$ cat src/design/tll_pkg.sv
`default_nettype none
// ----------------------------------------------------------------------------
// tll_pkg: shared types and constants for the tank level linearizer
// Holds the breakpoint ROM, the job word passed from search to compute, and
// the fixed thresholds used for bar level and label bucket decoding.
// ----------------------------------------------------------------------------
package tll_pkg;

    localparam int H_W      = 12;   // height field width
    localparam int STEP_W   = 12;   // step_volume width
    localparam int VOL_W    = 17;   // volume field width
    localparam int BAR_W    = 3;
    localparam int LBL_W    = 7;
    localparam int IDX_W    = 6;    // breakpoint index width
    localparam int ROM_DEPTH = 64;
    localparam int PT_W     = 11;   // breakpoint value width
    localparam int PROD_W   = PT_W + STEP_W;  // dh * step
    localparam int QUO_W    = STEP_W;         // frac < step
    localparam int BASE_W   = IDX_W + STEP_W; // idx * step
    localparam int SUM_W    = BASE_W + 1;
    localparam int SMALL_POINTS = 11;

    // configuration register indexes
    typedef enum logic {
        REG_TANK_MODE   = 1'b0,
        REG_STEP_VOLUME = 1'b1
    } t_cfg_reg;

    // floor(v / 250) as (v * LBL_RECIP) >> LBL_SHIFT, exact for v < 59074
    localparam int KQ_W       = 10;
    localparam int RECIP_W    = 16;
    localparam logic [RECIP_W-1:0] LBL_RECIP = 16'd33555;
    localparam int LBL_SHIFT  = 23;
    localparam logic [7:0] LBL_BUCKET = 8'd250;
    localparam logic [7:0] LBL_SPAN_MAX = 8'd240;

    localparam logic [LBL_W-1:0] LBL_FULL_SMALL = 7'd30;
    localparam logic [LBL_W-1:0] LBL_FULL_LARGE = 7'd112;
    localparam logic [VOL_W-1:0] FULL_LO_SMALL  = 17'd7500;
    localparam logic [VOL_W-1:0] FULL_LO_LARGE  = 17'd28000;
    localparam logic [VOL_W-1:0] FULL_MAX_SMALL = 17'd10000;
    localparam logic [VOL_W-1:0] FULL_MAX_LARGE = 17'd30000;

    // small tank: level 0 at or below 500, then strict upper bounds
    localparam logic [VOL_W-1:0] BAR_S0 = 17'd500;
    localparam logic [VOL_W-1:0] BAR_S1 = 17'd1200;
    localparam logic [VOL_W-1:0] BAR_S2 = 17'd2400;
    localparam logic [VOL_W-1:0] BAR_S3 = 17'd3600;
    localparam logic [VOL_W-1:0] BAR_S4 = 17'd4800;
    // large tank: inclusive upper bounds
    localparam logic [VOL_W-1:0] BAR_L0 = 17'd1000;
    localparam logic [VOL_W-1:0] BAR_L1 = 17'd10500;
    localparam logic [VOL_W-1:0] BAR_L2 = 17'd16000;
    localparam logic [VOL_W-1:0] BAR_L3 = 17'd21500;
    localparam logic [VOL_W-1:0] BAR_L4 = 17'd27000;

    localparam logic [PT_W-1:0] LEVEL_ROM [ROM_DEPTH] = '{
        11'd0,    11'd100,  11'd161,  11'd211,  11'd259,  11'd299,  11'd335,  11'd374,
        11'd410,  11'd448,  11'd483,  11'd520,  11'd558,  11'd592,  11'd627,  11'd661,
        11'd695,  11'd728,  11'd763,  11'd793,  11'd827,  11'd861,  11'd897,  11'd933,
        11'd972,  11'd1011, 11'd1060, 11'd1110, 11'd1160, 11'd1210, 11'd1300, 11'd1300,
        11'd1300, 11'd1300, 11'd1300, 11'd1300, 11'd1300, 11'd1300, 11'd1300, 11'd1300,
        11'd1300, 11'd1300, 11'd1300, 11'd1300, 11'd1300, 11'd1300, 11'd1300, 11'd1300,
        11'd1300, 11'd1300, 11'd1300, 11'd1300, 11'd1300, 11'd1300, 11'd1300, 11'd1300,
        11'd1300, 11'd1300, 11'd1300, 11'd1300, 11'd1300, 11'd1300, 11'd1300, 11'd1300
    };

    // one located interval, or a miss
    typedef struct packed {
        logic [PT_W-1:0]  dh;     // height above the interval's lower point
        logic [PT_W-1:0]  span;   // interval width, nonzero on a hit
        logic [IDX_W-1:0] idx;    // interval number
        logic             hit;
    } t_job;

endpackage : tll_pkg
`default_nettype wire

$ cat src/design/tank_level_linearizer.sv
`default_nettype none
// ----------------------------------------------------------------------------
// tank_level_linearizer: height to volume linearizer with display decode
// Converts an averaged level-sensor height into a volume in tenths of a litre
// by interpolation over a constant breakpoint table, plus bar level and label.
// ----------------------------------------------------------------------------
//
//  channel   direction  handshake                 word
//  --------  ---------  ------------------------  -----------------------------
//  input     in         i_in_valid / o_in_ready   height_avg
//  output    out        o_out_valid / i_out_ready volume, in_table, bar, label
//  config    in         i_cfg_valid / o_cfg_ready index 0 tank_mode, 1 step
//
//  The search side takes one height word and walks the breakpoint ROM one
//  interval per cycle, up to POINTS - 1 intervals for the large tank; it
//  takes the next word only once the located interval is pushed. On a hit
//  the compute side multiplies, runs the restoring divider, adds the base
//  and decodes; beyond the table it only decodes; a two-entry queue sits
//  between the sides, and the output register lets a result wait while the
//  next word is searched. Synchronous active-low reset clears control state,
//  the held volume, and loads the register defaults; no memory clearing pass.
//
module tank_level_linearizer #(
    parameter int POINTS      = 31,
    parameter int HEIGHT_BITS = 12
) (
    input  wire                           i_clk,
    input  wire                           i_rst_n,
    // height words
    input  wire                           i_in_valid,
    output logic                          o_in_ready,
    input  wire  [tll_pkg::H_W-1:0]       i_height_avg,
    // result words
    output logic                          o_out_valid,
    input  wire                           i_out_ready,
    output logic [tll_pkg::VOL_W-1:0]     o_volume_tenths,
    output logic                          o_in_table,
    output logic [tll_pkg::BAR_W-1:0]     o_bar_level,
    output logic [tll_pkg::LBL_W-1:0]     o_label_index,
    output logic                          o_label_valid,
    // configuration writes
    input  wire                           i_cfg_valid,
    output logic                          o_cfg_ready,
    input  wire                           i_cfg_index,
    input  wire  [tll_pkg::STEP_W-1:0]    i_cfg_data
);
    import tll_pkg::*;

    localparam logic [STEP_W-1:0] STEP_RESET = 12'd1000;

    logic              r_tank_mode;
    logic [STEP_W-1:0] r_step_volume;

    t_job  fr_job, q_job;
    logic  fr_valid, fr_ready;
    logic  q_valid, q_ready;

    // user writes configuration only while block idle; unchecked, always ready
    assign o_cfg_ready = 1'b1;

    always_ff @(posedge i_clk) begin
        if (!i_rst_n) begin
            r_tank_mode   <= 1'b0;
            r_step_volume <= STEP_RESET;
        end else if (i_cfg_valid) begin
            unique case (i_cfg_index)
                REG_TANK_MODE:   r_tank_mode   <= i_cfg_data[0];
                REG_STEP_VOLUME: r_step_volume <= i_cfg_data;
                default:         ;
            endcase
        end
    end

    // locate the interval holding the height
    tll_front #(
        .POINTS      (POINTS),
        .HEIGHT_BITS (HEIGHT_BITS)
    ) u_front (
        .i_clk        (i_clk),
        .i_rst_n      (i_rst_n),
        .i_large      (r_tank_mode),
        .i_in_valid   (i_in_valid),
        .o_in_ready   (o_in_ready),
        .i_height_avg (i_height_avg),
        .o_job_valid  (fr_valid),
        .i_job_ready  (fr_ready),
        .o_job        (fr_job)
    );

    // hold located intervals while the compute side is busy
    tll_queue u_queue (
        .i_clk        (i_clk),
        .i_rst_n      (i_rst_n),
        .i_push_valid (fr_valid),
        .o_push_ready (fr_ready),
        .i_push_job   (fr_job),
        .o_pop_valid  (q_valid),
        .i_pop_ready  (q_ready),
        .o_pop_job    (q_job)
    );

    // interpolate and decode
    tll_back u_back (
        .i_clk           (i_clk),
        .i_rst_n         (i_rst_n),
        .i_large         (r_tank_mode),
        .i_step          (r_step_volume),
        .i_job_valid     (q_valid),
        .o_job_ready     (q_ready),
        .i_job           (q_job),
        .o_out_valid     (o_out_valid),
        .i_out_ready     (i_out_ready),
        .o_volume_tenths (o_volume_tenths),
        .o_in_table      (o_in_table),
        .o_bar_level     (o_bar_level),
        .o_label_index   (o_label_index),
        .o_label_valid   (o_label_valid)
    );

endmodule : tank_level_linearizer
`default_nettype wire

$ cat src/design/tll_front.sv
`default_nettype none
// ----------------------------------------------------------------------------
// tll_front: breakpoint search
// Takes a height word and walks the breakpoint ROM one interval per cycle
// until the height falls inside an interval or the table ends.
// ----------------------------------------------------------------------------
module tll_front #(
    parameter int POINTS      = 31,
    parameter int HEIGHT_BITS = 12
) (
    input  wire                            i_clk,
    input  wire                            i_rst_n,
    input  wire                            i_large,
    input  wire                            i_in_valid,
    output logic                           o_in_ready,
    input  wire  [tll_pkg::H_W-1:0]        i_height_avg,
    output logic                           o_job_valid,
    input  wire                            i_job_ready,
    output tll_pkg::t_job                  o_job
);
    import tll_pkg::*;

    localparam int BIG_N   = (POINTS > ROM_DEPTH) ? ROM_DEPTH : POINTS;
    localparam int SMALL_N = (BIG_N < SMALL_POINTS) ? BIG_N : SMALL_POINTS;
    localparam logic [IDX_W-1:0] BIG_LAST   = IDX_W'(BIG_N - 1);
    localparam logic [IDX_W-1:0] SMALL_LAST = IDX_W'(SMALL_N - 1);
    localparam int HB = (HEIGHT_BITS < H_W) ? HEIGHT_BITS : H_W;
    localparam logic [H_W-1:0] H_MASK = H_W'((64'd1 << HB) - 64'd1);

    localparam logic [1:0] F_IDLE = 2'd0;
    localparam logic [1:0] F_SCAN = 2'd1;
    localparam logic [1:0] F_PUSH = 2'd2;

    logic [1:0]       r_state, n_state;
    logic [H_W-1:0]   r_h, n_h;
    logic [IDX_W-1:0] r_idx, n_idx;
    t_job             r_job, n_job;

    logic [IDX_W-1:0] idx_next;
    logic [IDX_W-1:0] last_pt;
    logic [PT_W-1:0]  lo, hi;
    logic [H_W-1:0]   dh_full;
    logic             found;

    assign idx_next = r_idx + IDX_W'(1);
    assign last_pt  = i_large ? BIG_LAST : SMALL_LAST;
    assign lo       = LEVEL_ROM[r_idx];
    assign hi       = LEVEL_ROM[idx_next];
    // lower bound holds by construction: earlier points were all passed
    assign found    = r_h < {1'b0, hi};
    assign dh_full  = r_h - {1'b0, lo};

    always_comb begin
        n_state = r_state;
        n_h     = r_h;
        n_idx   = r_idx;
        n_job   = r_job;
        unique case (r_state)
            F_IDLE: begin
                if (i_in_valid) begin
                    n_h     = i_height_avg & H_MASK;
                    n_idx   = '0;
                    n_state = F_SCAN;
                end
            end
            F_SCAN: begin
                if (found) begin
                    n_job.dh   = dh_full[PT_W-1:0];
                    n_job.span = hi - lo;
                    n_job.idx  = r_idx;
                    n_job.hit  = 1'b1;
                    n_state    = F_PUSH;
                end else if (idx_next == last_pt) begin
                    n_job.dh   = '0;
                    n_job.span = '0;
                    n_job.idx  = r_idx;
                    n_job.hit  = 1'b0;
                    n_state    = F_PUSH;
                end else begin
                    n_idx = idx_next;
                end
            end
            F_PUSH: begin
                if (i_job_ready) begin
                    n_state = F_IDLE;
                end
            end
            default: begin
                n_state = F_IDLE;
            end
        endcase
    end

    always_ff @(posedge i_clk) begin
        if (!i_rst_n) begin
            r_state <= F_IDLE;
        end else begin
            r_state <= n_state;
        end
        r_h   <= n_h;
        r_idx <= n_idx;
        r_job <= n_job;
    end

    assign o_in_ready  = (r_state == F_IDLE);
    assign o_job_valid = (r_state == F_PUSH);
    assign o_job       = r_job;

endmodule : tll_front
`default_nettype wire

$ cat src/design/tll_queue.sv
`default_nettype none
// ----------------------------------------------------------------------------
// tll_queue: two-entry job queue
// Decouples the search from the compute side so each can stall on its own.
// ----------------------------------------------------------------------------
module tll_queue (
    input  wire                i_clk,
    input  wire                i_rst_n,
    input  wire                i_push_valid,
    output logic               o_push_ready,
    input  tll_pkg::t_job      i_push_job,
    output logic               o_pop_valid,
    input  wire                i_pop_ready,
    output tll_pkg::t_job      o_pop_job
);
    import tll_pkg::*;

    t_job       r_mem [2];
    logic       r_wr_ptr, r_rd_ptr;
    logic [1:0] r_count;
    logic       push, pop;

    assign o_push_ready = (r_count != 2'd2);
    assign o_pop_valid  = (r_count != 2'd0);
    assign push = i_push_valid & o_push_ready;
    assign pop  = i_pop_ready & o_pop_valid;
    assign o_pop_job = r_mem[r_rd_ptr];

    always_ff @(posedge i_clk) begin
        if (!i_rst_n) begin
            r_wr_ptr <= 1'b0;
            r_rd_ptr <= 1'b0;
            r_count  <= 2'd0;
        end else begin
            if (push) begin
                r_wr_ptr <= ~r_wr_ptr;
            end
            if (pop) begin
                r_rd_ptr <= ~r_rd_ptr;
            end
            if (push && !pop) begin
                r_count <= r_count + 2'd1;
            end else if (pop && !push) begin
                r_count <= r_count - 2'd1;
            end
        end
        if (push) begin
            r_mem[r_wr_ptr] <= i_push_job;
        end
    end

endmodule : tll_queue
`default_nettype wire

$ cat src/design/tll_back.sv
`default_nettype none
// ----------------------------------------------------------------------------
// tll_back: interpolation and display decode
// On a hit multiplies, divides with a restoring divider (one quotient bit per
// cycle) and adds the interval base; then decodes bar level and label bucket.
// ----------------------------------------------------------------------------
module tll_back (
    input  wire                          i_clk,
    input  wire                          i_rst_n,
    input  wire                          i_large,
    input  wire  [tll_pkg::STEP_W-1:0]   i_step,
    input  wire                          i_job_valid,
    output logic                         o_job_ready,
    input  tll_pkg::t_job                i_job,
    output logic                         o_out_valid,
    input  wire                          i_out_ready,
    output logic [tll_pkg::VOL_W-1:0]    o_volume_tenths,
    output logic                         o_in_table,
    output logic [tll_pkg::BAR_W-1:0]    o_bar_level,
    output logic [tll_pkg::LBL_W-1:0]    o_label_index,
    output logic                         o_label_valid
);
    import tll_pkg::*;

    localparam logic [2:0] B_IDLE = 3'd0;
    localparam logic [2:0] B_MUL  = 3'd1;
    localparam logic [2:0] B_DIV  = 3'd2;
    localparam logic [2:0] B_SUM  = 3'd3;
    localparam logic [2:0] B_LBL1 = 3'd4;
    localparam logic [2:0] B_LBL2 = 3'd5;

    localparam logic [3:0] DIV_LAST = 4'(QUO_W - 1);

    logic [2:0]        r_state;
    t_job              r_job;
    logic [BASE_W-1:0] r_base;
    logic [PT_W-1:0]   r_rem;
    logic [QUO_W-1:0]  r_dvd;     // dividend low bits in, quotient out
    logic [3:0]        r_cnt;
    logic [VOL_W-1:0]  r_vol;
    logic [VOL_W-1:0]  r_last;
    logic [KQ_W-1:0]   r_kq;
    logic              r_out_valid;

    logic [PROD_W-1:0]          prod;
    logic [PT_W:0]              trial;
    logic                       ge;
    logic [PT_W:0]              trial_sub;
    logic [SUM_W-1:0]           sum;
    logic [VOL_W+RECIP_W-1:0]   recip_prod;
    logic [VOL_W:0]             k250;
    logic [VOL_W:0]             rdiff;
    logic [7:0]                 rem250;
    logic [BAR_W-1:0]           bar;
    logic [LBL_W-1:0]           lbl_full;
    logic [VOL_W-1:0]           full_lo, full_max;
    logic [LBL_W-1:0]           lbl_idx;
    logic                       lbl_ok;
    logic                       load_out;

    assign prod      = PROD_W'(r_job.dh) * PROD_W'(i_step);
    assign trial     = {r_rem, r_dvd[QUO_W-1]};
    assign ge        = trial >= {1'b0, r_job.span};
    assign trial_sub = trial - {1'b0, r_job.span};
    assign sum       = SUM_W'(r_base) + SUM_W'(r_dvd);
    assign recip_prod = (VOL_W+RECIP_W)'(r_vol) * (VOL_W+RECIP_W)'(LBL_RECIP);
    assign k250      = (VOL_W+1)'(r_kq) * (VOL_W+1)'(LBL_BUCKET);
    assign rdiff     = {1'b0, r_vol} - k250;
    assign rem250    = rdiff[7:0];

    // bar level
    always_comb begin
        if (!i_large) begin
            priority if (r_vol <= BAR_S0) bar = 3'd0;
            else if (r_vol < BAR_S1)      bar = 3'd1;
            else if (r_vol < BAR_S2)      bar = 3'd2;
            else if (r_vol < BAR_S3)      bar = 3'd3;
            else if (r_vol < BAR_S4)      bar = 3'd4;
            else                          bar = 3'd5;
        end else begin
            priority if (r_vol <= BAR_L0) bar = 3'd0;
            else if (r_vol <= BAR_L1)     bar = 3'd1;
            else if (r_vol <= BAR_L2)     bar = 3'd2;
            else if (r_vol <= BAR_L3)     bar = 3'd3;
            else if (r_vol <= BAR_L4)     bar = 3'd4;
            else                          bar = 3'd5;
        end
    end

    // label bucket; the full bucket is wider than the others
    always_comb begin
        lbl_full = i_large ? LBL_FULL_LARGE : LBL_FULL_SMALL;
        full_lo  = i_large ? FULL_LO_LARGE  : FULL_LO_SMALL;
        full_max = i_large ? FULL_MAX_LARGE : FULL_MAX_SMALL;
        if (r_vol >= full_lo) begin
            lbl_ok  = (r_vol <= full_max);
            lbl_idx = lbl_ok ? lbl_full : '0;
        end else begin
            lbl_ok  = (rem250 <= LBL_SPAN_MAX);
            lbl_idx = lbl_ok ? r_kq[LBL_W-1:0] : '0;
        end
    end

    assign load_out = (r_state == B_LBL2) && (!r_out_valid || i_out_ready);

    always_ff @(posedge i_clk) begin
        if (!i_rst_n) begin
            r_state     <= B_IDLE;
            r_last      <= '0;
            r_out_valid <= 1'b0;
        end else begin
            unique case (r_state)
                B_IDLE: begin
                    if (i_job_valid) begin
                        r_state <= i_job.hit ? B_MUL : B_LBL1;
                    end
                end
                B_MUL: r_state <= B_DIV;
                B_DIV: begin
                    if (r_cnt == DIV_LAST) begin
                        r_state <= B_SUM;
                    end
                end
                B_SUM: r_state <= B_LBL1;
                B_LBL1: begin
                    r_last  <= r_vol;
                    r_state <= B_LBL2;
                end
                B_LBL2: begin
                    if (load_out) begin
                        r_state <= B_IDLE;
                    end
                end
                default: r_state <= B_IDLE;
            endcase
            if (load_out) begin
                r_out_valid <= 1'b1;
            end else if (i_out_ready) begin
                r_out_valid <= 1'b0;
            end
        end

        // datapath
        if (r_state == B_IDLE && i_job_valid) begin
            r_job  <= i_job;
            r_base <= BASE_W'(i_job.idx) * BASE_W'(i_step);
            r_vol  <= r_last;   // miss: hold the last volume
        end
        if (r_state == B_MUL) begin
            r_rem <= prod[PROD_W-1:QUO_W];
            r_dvd <= prod[QUO_W-1:0];
            r_cnt <= '0;
        end
        if (r_state == B_DIV) begin
            r_rem <= ge ? trial_sub[PT_W-1:0] : trial[PT_W-1:0];
            r_dvd <= {r_dvd[QUO_W-2:0], ge};
            r_cnt <= r_cnt + 4'd1;
        end
        if (r_state == B_SUM) begin
            r_vol <= (sum[SUM_W-1:VOL_W] != '0) ? {VOL_W{1'b1}} : sum[VOL_W-1:0];
        end
        if (r_state == B_LBL1) begin
            r_kq <= recip_prod[LBL_SHIFT+KQ_W-1:LBL_SHIFT];
        end
        if (load_out) begin
            o_volume_tenths <= r_vol;
            o_in_table      <= r_job.hit;
            o_bar_level     <= bar;
            o_label_index   <= lbl_idx;
            o_label_valid   <= lbl_ok;
        end
    end

    assign o_job_ready = (r_state == B_IDLE);
    assign o_out_valid = r_out_valid;

endmodule : tll_back
`default_nettype wire

$ cat config.mk
export PLATFORM = sky130hd
export DESIGN_NAME = tank_level_linearizer
export DESIGN_NICKNAME = d
export VERILOG_FILES = /design/src/design/tll_pkg.sv /design/src/design/tank_level_linearizer.sv /design/src/design/tll_front.sv /design/src/design/tll_queue.sv /design/src/design/tll_back.sv
export SDC_FILE = /design/constraint.sdc
export NUM_CORES = 1
export LEC_CHECK = 0
export BUFFER_PORTS_ARGS = -buffer_cell sky130_fd_sc_hd__buf_2
export CORE_MARGIN = 2
export CORE_UTILIZATION = 65
export DETAILED_ROUTE_END_ITERATION = 8
export GPL_TIMING_DRIVEN = 0
export HOLD_SLACK_MARGIN = 0.03
export PLACE_DENSITY = 0.79
export SLEW_MARGIN = 10
export SYNTH_ARGS = -nofsm -noshare
export SYNTH_HDL_FRONTEND = slang
export SYNTH_HIERARCHICAL = 1
export SYNTH_SLANG_ARGS = --single-unit
$ cat constraint.sdc
create_clock -name i_clk -period 6.5 [get_ports i_clk]
set_input_delay 0.975 -clock i_clk [delete_from_list [all_inputs] [get_ports i_clk]]
set_output_delay 0.975 -clock i_clk [all_outputs]
set_load 0.05 [all_outputs]
==> results.ini <==
[clock_tree]
holdBufCountCts=0
cts_buffer_depth=3
cts_buffers=29
cts_tree=done
cts-root-buf=clkbuf_16
clock-sinks=267
path_clk_slew_ps=60
htree_num_levels=1
worstSkewPairLatency_ps=570

[placement]
dp_hpwl_mm=45.87
placement.io_buffers=60
place.gp.congestion=0.9770
place_ws_ps=-175.7

[layout]
final_nets=3147
area_delta_synth_final_pct=8.171
register_area_mm2=0.007611
drive_gt1_frac=0.09335
multi_input_area_mm2=0.01567
final_util=0.7165
n_fill_cell=2779

[synthesis]
synth.ff_latch_count=267
synth_top_family_by_area=adder cells
ys_seq_area_frac=0.3035
netlist.area_leader.share=0.2707
synthTopCellsByArea=edfxtp_1 27%, ha_1 18%, fa_1 14%, inv_1 5.6%, nand2_1 3.5%
synth_cells=2478
synthAdderAreaFrac=0.3220
syn_area_per_cell_um2=10.12
muxShareOfSynthArea=0.02052
syn-num-nets=3045
yosys.cell_types.count=106
synth.most_common_cell=inv_1
synth_common_cells=376 x inv_1, 357 x ha_1, 235 x nand2_1, 226 x edfxtp_1, 180 x fa_1
synthSimpleGateAreaFrac=0.1286
async_flop_share=0
yosysTopAreaCell=edfxtp_1
yosysWarnings=6
synth_compound_area_frac=0.1136
synth_xor_area_frac=0.03928
syn_area_mm2=0.02507
synth_edf_count=226
ys.flop_type=edfxtp_1

[critical_path]
cp_cell_sequence=buf_1, nand2_1, fa_1, fa_1, inv_1, fa_1, fa_1, inv_1, fa_1, inv_1, ha_1, and4_1, a221o_1, o41a_1, a211o_1, a21oi_2, xnor2_1, mux2_2
criticalPathCategory=reg2reg
crit_buf_inv=4
slowest_delay_ps=580
crit_slowest_cell=dfxtp_1
cp.arrival_ps=6640
cp_max_fo=10
cpMostUsedCell=fa_1
cp_top_family=adder cells
end_kind=flop
crit_required_ps=6820
crit_path_start_kind=flop

[min_path]
hold_path.class=reg2reg

[timing]
period_share=0.9725
hold_viol_final=0
worst_pin_slew_ps=1280
slew_violations=0
skew_ps=24.21
setup_viol=0
fmax_mhz=158.2
relSlewSlack=0.1451
worst_slack_ps=178.9
post-route-min-period_ps=6321
rsz0062_at_grt=false

[floorplanning]
rows=71
initial_core_util=0.6624
ios=62
design.die.area_mm2=0.04015
core_area_mm2=0.03784
dieHeight_um=200.4
die_w_um=200.4

[route]
post_drt_via_cell_ratio=5.888
dr.max_layer_used=met4
m1WireLength_mm=24.39
wl_per_cell_um=18.86
remaining_drc_errors=0
dr_wl_met2_mm=28.40
vias=18340
first_pass_iters=5
finalWirelength_mm=58.76
ant_nets=0
drt_iter0_markers=1299
wl_met3_mm=3.592

[job]
max_cap_violations=0

[global_route]
antenna_found_initial=0
grt_pass1_wl_mm=94.79
grt_max_degree=30
grt-ovfl-total=0
track_usage=0.2930
grt_pass1_vias=18760

[run_status]
status=complete, no violations

[sequential cells by signal, summed over array words and instances, names as in the netlist, 2 cells and up, named ones only]
register                count
u_back/r_job               23
u_back/r_vol               17
u_back/r_base              18
u_back/r_cnt                4
u_front/r_h                12
u_back/o_volume_tenths     17
u_back/o_bar_level          3
u_front/o_job              29
u_queue/r_mem              58
u_front/r_idx               6
r_step_volume              12
u_back/r_dvd               12
u_back/r_kq                 7
u_back/r_rem               11
u_front/r_state             2
u_queue/r_count             2
u_back/r_last              17
u_back/o_label_index        7
u_back/r_state              3
[worst register-to-register path: cells and delay by family, from the launching register on]
family / cells / cell delay (ps)
AOI/OAI and AO/OA: 4 / 1180
xor gates and xnor gates: 1 / 80
adders and majority gates: 6 / 2920
buffers and inverters: 4 / 640
DFF: 1 / 580
muxes: 1 / 260
and+or+nand+nor: 2 / 410
[per-stage QoR]
step | setup TNS, ps | cell area (µm²) | hold slack [ps] | instances
floorplan | 0 | 25070 | 400.3 | 2478
global placement | -7706 | 26010 | 408.0 | 3049
detailed placement | -263.6 | 26070 | 405.4 | 3051
CTS | 0 | 27030 | 419.5 | 3105
global route | 0 | 27110 | 427.1 | 3114
finish | 0 | 27110 | 419.9 | 3115
[cell usage in the layout (no fill, tap or decap), drive strengths merged, types with 95 or more instances in the layout]
cell type | Yosys | layout
buf | 22 | 96
ha | 357 | 357
clkbuf | 57 | 95
edfxtp | 226 | 226
nand2 | 236 | 236
and2 | 101 | 101
fa | 180 | 180
nor2 | 104 | 104
inv | 378 | 380
a21oi | 105 | 105
[layout make-up]
cell class / count / area share
Multi-Input combinational cell: 1752 / 0.5779
Sequential cell: 267 / 0.2807
Inverter: 380 / 0.05260
Clock buffer: 41 / 0.02990
Tap cell: 511 / 0.02358
Timing Repair Buffer: 73 / 0.01569
Buffer: 77 / 0.01440
Clock inverter: 13 / 0.005122
Antenna cell: 1 / 0.00009229
[layer usage]
| metal | vias to the layer above | global-route usage |
|---|---|---|
| met1 | 8922 | 0.3791 |
| li1 | 8633 | - |
| met4 | 0 | 0.1164 |
| met5 | - | 0 |
| met2 | 636 | 0.4958 |
| met3 | 149 | 0.04605 |
[final timing paths]
path | startpoint | endpoint | slack, ps | cells past startpoint
setup / recovery | r_step_volume[2]$_SDFFE_PN0P_ | u_back/r_rem[9]$_DFFE_PP_ | 180 | 18
hold / removal | u_back/r_job[0]$_DFFE_PP_ | u_back/o_in_table$_DFFE_PP_ | 420 | 0
hold reg to reg | u_back/r_job[0]$_DFFE_PP_ | u_back/o_in_table$_DFFE_PP_ | 420 | 0
setup reg to reg | r_step_volume[2]$_SDFFE_PN0P_ | u_back/r_rem[9]$_DFFE_PP_ | 180 | 18
[repair_timing]
item,CTS,global route
buffers inserted,0,11
setup endpoints to repair,3,9
gates resized for setup,2,16
pin swaps,0,0
[kinds of logic (layout without fill, tap and decap cells)]
kind of cell / Yosys count / in the layout
simple gates: 650 / 650
fa+ha+maj: 537 / 537
buf+inv: 459 / 584
compound gates: 414 / 414
flops: 267 / 267
xor+xnor: 107 / 107
mux: 43 / 43
other cells: 1 / 2
Power is not shown: default switching activity piles up to over one toggle a cycle in this logic, so the estimate is an artifact.
